`src/rtl/vna_pkg.sv`:
```
// shared types and constants for the vertex normal accumulator
`timescale 1ns / 1ps
package vna_pkg;

    localparam int MaxVertices = 1024;
    localparam int IdxW        = 10;
    localparam int CoordW      = 16;
    localparam int SumW        = 20;
    localparam int CrossW      = 2 * (CoordW + 1) + 1;
    localparam int MagW        = 30;
    localparam int SqW         = 2 * MagW + 2;
    localparam int RootW       = SqW / 2;
    localparam int QW          = 16;

    localparam logic [1:0] OpLoad = 2'd0;
    localparam logic [1:0] OpTri  = 2'd1;
    localparam logic [1:0] OpRead = 2'd2;
    localparam logic [1:0] OpRsvd = 2'd3;

    typedef struct packed {
        logic [1:0]               op;
        logic [IdxW-1:0]          index_a;
        logic [IdxW-1:0]          index_b;
        logic [IdxW-1:0]          index_c;
        logic signed [CoordW-1:0] coord_x;
        logic signed [CoordW-1:0] coord_y;
        logic signed [CoordW-1:0] coord_z;
    } t_in_beat;

    typedef struct packed {
        logic [IdxW-1:0]      vertex_index;
        logic signed [QW-1:0] normal_x;
        logic signed [QW-1:0] normal_y;
        logic signed [QW-1:0] normal_z;
    } t_out_beat;

    typedef struct packed {
        logic start;
        logic busy;
        logic done;
        logic zero;
    } t_unit_stat;

endpackage

```
`src/rtl/vna_unit.sv`:
```
// shared normalize unit: range reduce, square root, three divisions
`timescale 1ns / 1ps
module vna_unit (
    input  logic                                    i_clk,
    input  logic                                    i_rst_n,
    input  logic                                    i_start,
    input  logic signed [vna_pkg::CrossW-1:0]       i_vx,
    input  logic signed [vna_pkg::CrossW-1:0]       i_vy,
    input  logic signed [vna_pkg::CrossW-1:0]       i_vz,
    output vna_pkg::t_unit_stat                     o_stat,
    output logic signed [vna_pkg::SumW-1:0]         o_nx,
    output logic signed [vna_pkg::SumW-1:0]         o_ny,
    output logic signed [vna_pkg::SumW-1:0]         o_nz
);
    localparam int CW = vna_pkg::CrossW;
    localparam int MW = vna_pkg::MagW;
    localparam int SW = vna_pkg::SqW;
    localparam int RW = vna_pkg::RootW;
    localparam int OW = vna_pkg::SumW;
    localparam int NW = MW + 15;

    typedef enum logic [2:0] {
        S_IDLE, S_SHIFT, S_SQ, S_ROOT, S_DIVSET, S_DIV, S_NEXT, S_DONE
    } t_state;

    t_state              r_state;
    logic [CW-1:0]       r_m [3];
    logic [2:0]          r_neg;
    logic [1:0]          r_k;
    logic [SW-1:0]       r_acc;
    logic [SW-1:0]       r_x;
    logic [SW-1:0]       r_r;
    logic [5:0]          r_cnt;
    logic [NW-1:0]       r_num;
    logic [NW-1:0]       r_rem;
    logic [NW-1:0]       r_q;
    logic signed [OW-1:0] r_n [3];

    logic [CW-1:0]       w_m;
    logic [2*MW-1:0]     w_sq;
    logic [SW-1:0]       w_bit;
    logic [SW-1:0]       w_trial;
    logic [NW:0]         w_rem2;
    logic [NW-1:0]       w_len;

    assign w_m     = r_m[r_k];
    assign w_sq    = w_m[MW-1:0] * w_m[MW-1:0];
    assign w_bit   = {{(SW-1){1'b0}}, 1'b1} << {r_cnt, 1'b0};
    assign w_trial = r_r + w_bit;
    assign w_len   = r_r[NW-1:0];
    assign w_rem2  = {r_rem, r_num[NW-1]};

    always_ff @(posedge i_clk) begin
        if (!i_rst_n) begin
            r_state <= S_IDLE;
        end else begin
            case (r_state)
                S_IDLE: begin
                    if (i_start) begin
                        r_neg   <= {i_vz[CW-1], i_vy[CW-1], i_vx[CW-1]};
                        r_m[0]  <= i_vx[CW-1] ? CW'(-i_vx) : CW'(i_vx);
                        r_m[1]  <= i_vy[CW-1] ? CW'(-i_vy) : CW'(i_vy);
                        r_m[2]  <= i_vz[CW-1] ? CW'(-i_vz) : CW'(i_vz);
                        r_state <= S_SHIFT;
                    end
                end
                S_SHIFT: begin
                    if ((r_m[0] >> MW) != '0 || (r_m[1] >> MW) != '0
                            || (r_m[2] >> MW) != '0) begin
                        r_m[0] <= r_m[0] >> 1;
                        r_m[1] <= r_m[1] >> 1;
                        r_m[2] <= r_m[2] >> 1;
                    end else begin
                        r_k     <= 2'd0;
                        r_acc   <= '0;
                        r_state <= S_SQ;
                    end
                end
                S_SQ: begin
                    r_acc <= r_acc + SW'(w_sq);
                    if (r_k == 2'd2) begin
                        r_cnt   <= 6'(RW - 1);
                        r_r     <= '0;
                        r_state <= S_ROOT;
                    end else begin
                        r_k <= r_k + 2'd1;
                    end
                    if (r_k == 2'd2) r_x <= r_acc + SW'(w_sq);
                end
                S_ROOT: begin
                    if (r_x >= w_trial) begin
                        r_x <= r_x - w_trial;
                        r_r <= (r_r >> 1) + w_bit;
                    end else begin
                        r_r <= r_r >> 1;
                    end
                    if (r_cnt == '0) begin
                        r_k     <= 2'd0;
                        r_state <= S_DIVSET;
                    end else begin
                        r_cnt <= r_cnt - 6'd1;
                    end
                end
                S_DIVSET: begin
                    if (r_r == '0) begin
                        r_n[0]  <= '0;
                        r_n[1]  <= '0;
                        r_n[2]  <= '0;
                        r_state <= S_DONE;
                    end else begin
                        r_num   <= ({{(NW-MW){1'b0}}, w_m[MW-1:0]} << 14)
                                   + (w_len >> 1);
                        r_rem   <= '0;
                        r_q     <= '0;
                        r_cnt   <= 6'(NW - 1);
                        r_state <= S_DIV;
                    end
                end
                S_DIV: begin
                    r_num <= r_num << 1;
                    if (w_rem2 >= {1'b0, w_len}) begin
                        r_rem <= NW'(w_rem2 - {1'b0, w_len});
                        r_q   <= {r_q[NW-2:0], 1'b1};
                    end else begin
                        r_rem <= w_rem2[NW-1:0];
                        r_q   <= {r_q[NW-2:0], 1'b0};
                    end
                    if (r_cnt == '0) r_state <= S_NEXT;
                    else r_cnt <= r_cnt - 6'd1;
                end
                S_NEXT: begin
                    r_n[r_k] <= r_neg[r_k] ? -OW'(r_q) : OW'(r_q);
                    if (r_k == 2'd2) begin
                        r_state <= S_DONE;
                    end else begin
                        r_k     <= r_k + 2'd1;
                        r_state <= S_DIVSET;
                    end
                end
                S_DONE: r_state <= S_IDLE;
                default: r_state <= S_IDLE;
            endcase
        end
    end

    assign o_stat.start = i_start && (r_state == S_IDLE);
    assign o_stat.busy  = (r_state != S_IDLE);
    assign o_stat.done  = (r_state == S_DONE);
    assign o_stat.zero  = (r_r == '0);
    assign o_nx = r_n[0];
    assign o_ny = r_n[1];
    assign o_nz = r_n[2];

endmodule

```
`config.mk`:
```
export PLATFORM = sky130hd
export DESIGN_NAME = vna_unit
export DESIGN_NICKNAME = d
export VERILOG_FILES = /design/src/rtl/vna_pkg.sv /design/src/rtl/vna_unit.sv
export SDC_FILE = /design/constraint.sdc
export NUM_CORES = 2
export LEC_CHECK = 0
export ABC_AREA = 1
export BUFFER_PORTS_ARGS = -buffer_cell sky130_fd_sc_hd__buf_2
export CORE_ASPECT_RATIO = 1.75
export CORE_MARGIN = 2
export CORE_UTILIZATION = 45
export CTS_CLUSTER_SIZE = 12
export DETAILED_ROUTE_END_ITERATION = 10
export SYNTH_ARGS = -nofsm -noshare
export SYNTH_HDL_FRONTEND = slang
export SYNTH_SLANG_ARGS = --single-unit
export TNS_END_PERCENT = 20
```
`constraint.sdc`:
```
create_clock -name i_clk -period 11.5 [get_ports i_clk]
set_clock_uncertainty 0.2 [all_clocks]
set_input_delay 1.725 -clock i_clk [delete_from_list [all_inputs] [get_ports i_clk]]
set_output_delay 1.725 -clock i_clk [all_outputs]
set_load 0.01 [all_outputs]
```
==> key figures <==
Run status
  – Status: completed

STA
  – Worst-Margin Slew: roughly 1.5 ns
  – Post-layout min period: approximately 11 ns
  – Endpoints failing setup: 0
  – Max Fclk: 94.6 MHz
  – Fin. Hold Viols: 0
  – Setup TNS: 0 ns
  – Final Cycle Share: 91.9%
  – RSZ-0062 raised after global routing: no
  – Slew Viols, Final: 0
  – Slew margin rel.: between 2 and 3%

Synthesis
  – Post-synthesis sequential area ratio: 20.4%
  – Avg Inst Size Synth: 7.21 um2
  – Top_reg_cell synth: edfxtp_1
  – Syn Nets: 11,012
  – EDFF count, synth: 472
  – Post-Syn Area: 0.0698 mm2
  – Post-synthesis register bit count: about 480
  – Synthesis Warnings: 0
  – Ys async rst share: 0%
  – Cells after synthesis: between 9,000 and 10,000
  – Yosys cell types: 58

Clock tree
  – Hold_buf cts: 0
  – Sink Count: 477
  – CTS max path bufs: 3
  – Num CTS Buffers: 53
  – H-tree levels: 2
  – Clk Tree Root Cell: clkbuf_16
  – Clk slew on worst S/H paths: 0.08 ns
  – Setup bufs post-CTS: 0
  – Resize count post-CTS: 0
  – Clk Latency, worst-skew pair: slightly below 0.7 ns
  – TritonCTS clock tree: done

Global routing
  – Total GRT Usage: 38.7%
  – Largest net degree at the start of global routing: approximately 100
  – Vias in the first global route: 68,734
  – GRT overflow: 0
  – Initial antenna violation count: 12
  – First-pass GRT wire length: 443,000 um

Floorplanning
  – Die width: 302 um
  – I/O pin count: 172
  – Site Rows: 191
  – Die Span Y: 525 um
  – Die area: 0.158 mm2
  – Core ar.: 0.154 mm2
  – Initial Util: 45.2%

Setup path
  – Crit Path Max Fanout: 38
  – Critical path launch point type: register
  – Worst EP arrival: 10.77 ns
  – Crit-path slowest cell: nor2_1
  – WP data required: 11.70 ns
  – Crit Path Category: register to register
  – Crit path largest cell delay: between 1 and 1.5 ns
  – Critical Path Sink Type: register

Drt
  – Initial DRC count: 4,706
  – WL final: 307,000 um
  – Antenna Nets Post-Route: 0
  – Remaining DRCs: 0
  – Pre-Repair DR Iteration Count: 6
  – Vias per inst: 5.51
  – Vias: 65,398
  – WL per Instance: between 20 and 30 um

Cells and area
  – Nets: roughly 11,000
  – Layout cells sized above 1: 4.96%
  – Area grow syn2layout: 7.21%

Placement
  – I/O Buffers: 171
  – Final GP Congestion: approximately 1.0
  – Detailed Place HPWL: 257,000 um

Flow run
  – Maxcap violations: 0

Hold path
  – Min-delay worst type: register to register
==> per-layer routing <==
metal	track usage, %	vias up	share of wire (%)
met5	0	-	0.0081
met4	36.0	4	12
met3	5.72	1152	5.3
met2	70.3	2524	51
met1	37.0	31472	32
li1	-	30246	-
==> cells in the final DEF, fill, tap and decap left out, types with 6 or more instances in the layout <==
master	count
and2_1	18
o21a_1	13
ha_1	461
nor4_1	36
o211ai_1	33
xnor2_1	106
nor3_1	80
nand2_1	2375
inv_1	2029
xor2_1	138
o22ai_1	6
or2_2	43
o21ai_0	435
nand4_1	93
diode_2	11
nor2_2	18
a21o_1	13
a31oi_1	25
a21oi_1	373
nand3_1	459
clkbuf_16	53
buf_4	105
nor2_1	1253
o21ai_2	33
clkinv_2	7
fa_1	757
clkbuf_1	8
o21ai_1	12
o31ai_1	8
clkinv_1	14
o21bai_1	52
edfxtp_1	472
buf_2	171
nand3b_1	45
inv_2	18
==> stage by stage <==
stage          cells  hold slack, ns  instance area (um2)  util, %  worst slack (ns)
6_report       11870           0.329                74800     48.5             0.934
5_1_grt        11866           0.354                74800     48.5             0.724
4_1_cts        11857           0.332                74800     48.4              1.13
3_5_place_dp   11767           0.315                73100     47.3              1.14
3_3_place_gp   11767           0.306                73100     47.3              1.16
2_1_floorplan   9686           0.294                69800        -              4.03
==> state kept, by name, indices dropped and copies added, names as in the netlist, named ones only <==
signal / cells
r_state: 3
r_n: 60
r_x: 62
r_neg: 3
r_num: 45
r_q: 20
r_k: 2
r_cnt: 6
r_r: 62
r_rem: 45
r_m: 105
r_acc: 62
==> worst max-delay path, delay by kind of cell (launching register included) <==
kind / cells / cell delay (ns)
buf+inv: 8 / 1.44
simple gates: 8 / 2.52
compound gates: 4 / 1.05
flops: 1 / 0.39
fa+ha+maj: 9 / 3.92
xor+xnor: 1 / 0.76
==> cell families after synthesis <==
group | count (synthesis) | synth area share [%]
buf+inv | 2277 | 12.6
mux | 4 | 0.0573
simple gates | 4448 | 26.0
xor+xnor | 244 | 3.06
fa+ha+maj | 1218 | 30.0
compound gates | 1018 | 7.91
flops | 477 | 20.4
==> final cells by class <==
class                   count  area (um2)
diodes                     11        27.5
well taps                2026        2530
flip-flops and latches    477       14300
clock buffers              62        1370
clock inverters            28         303
inverters                2056        7730
multi-input cells        6932       46900
repair buffers            278        1690
fillers                 16031       79500
==> worst paths after layout <==
kind         startpoint         to  depth (start not counted)  slack, ns
max            register    r_x[26]                         30       0.93
min           r_num[13]  r_num[14]                          2       0.33
max reg2reg    register    r_x[26]                         30       0.93
min reg2reg   r_num[13]  r_num[14]                          2       0.33
==> cell usage after synthesis, types with 106 or more instances <==
| cell | count | share of area, % |
|---|---|---|
| nand2_1 | 2375 | 13 |
| inv_1 | 2032 | 11 |
| nor2_1 | 1255 | 6.7 |
| fa_1 | 757 | 22 |
| edfxtp_1 | 472 | 20 |
| ha_1 | 461 | 8.3 |
| nand3_1 | 460 | 3.3 |
| o21ai_0 | 444 | 3.2 |
| a21oi_1 | 374 | 2.7 |
| xor2_1 | 138 | 1.7 |
| clkbuf_1 | 109 | 0.59 |
| xnor2_1 | 106 | 1.3 |
Power is not shown: default switching activity piles up to over one toggle a cycle in this logic, so the estimate is an artifact.
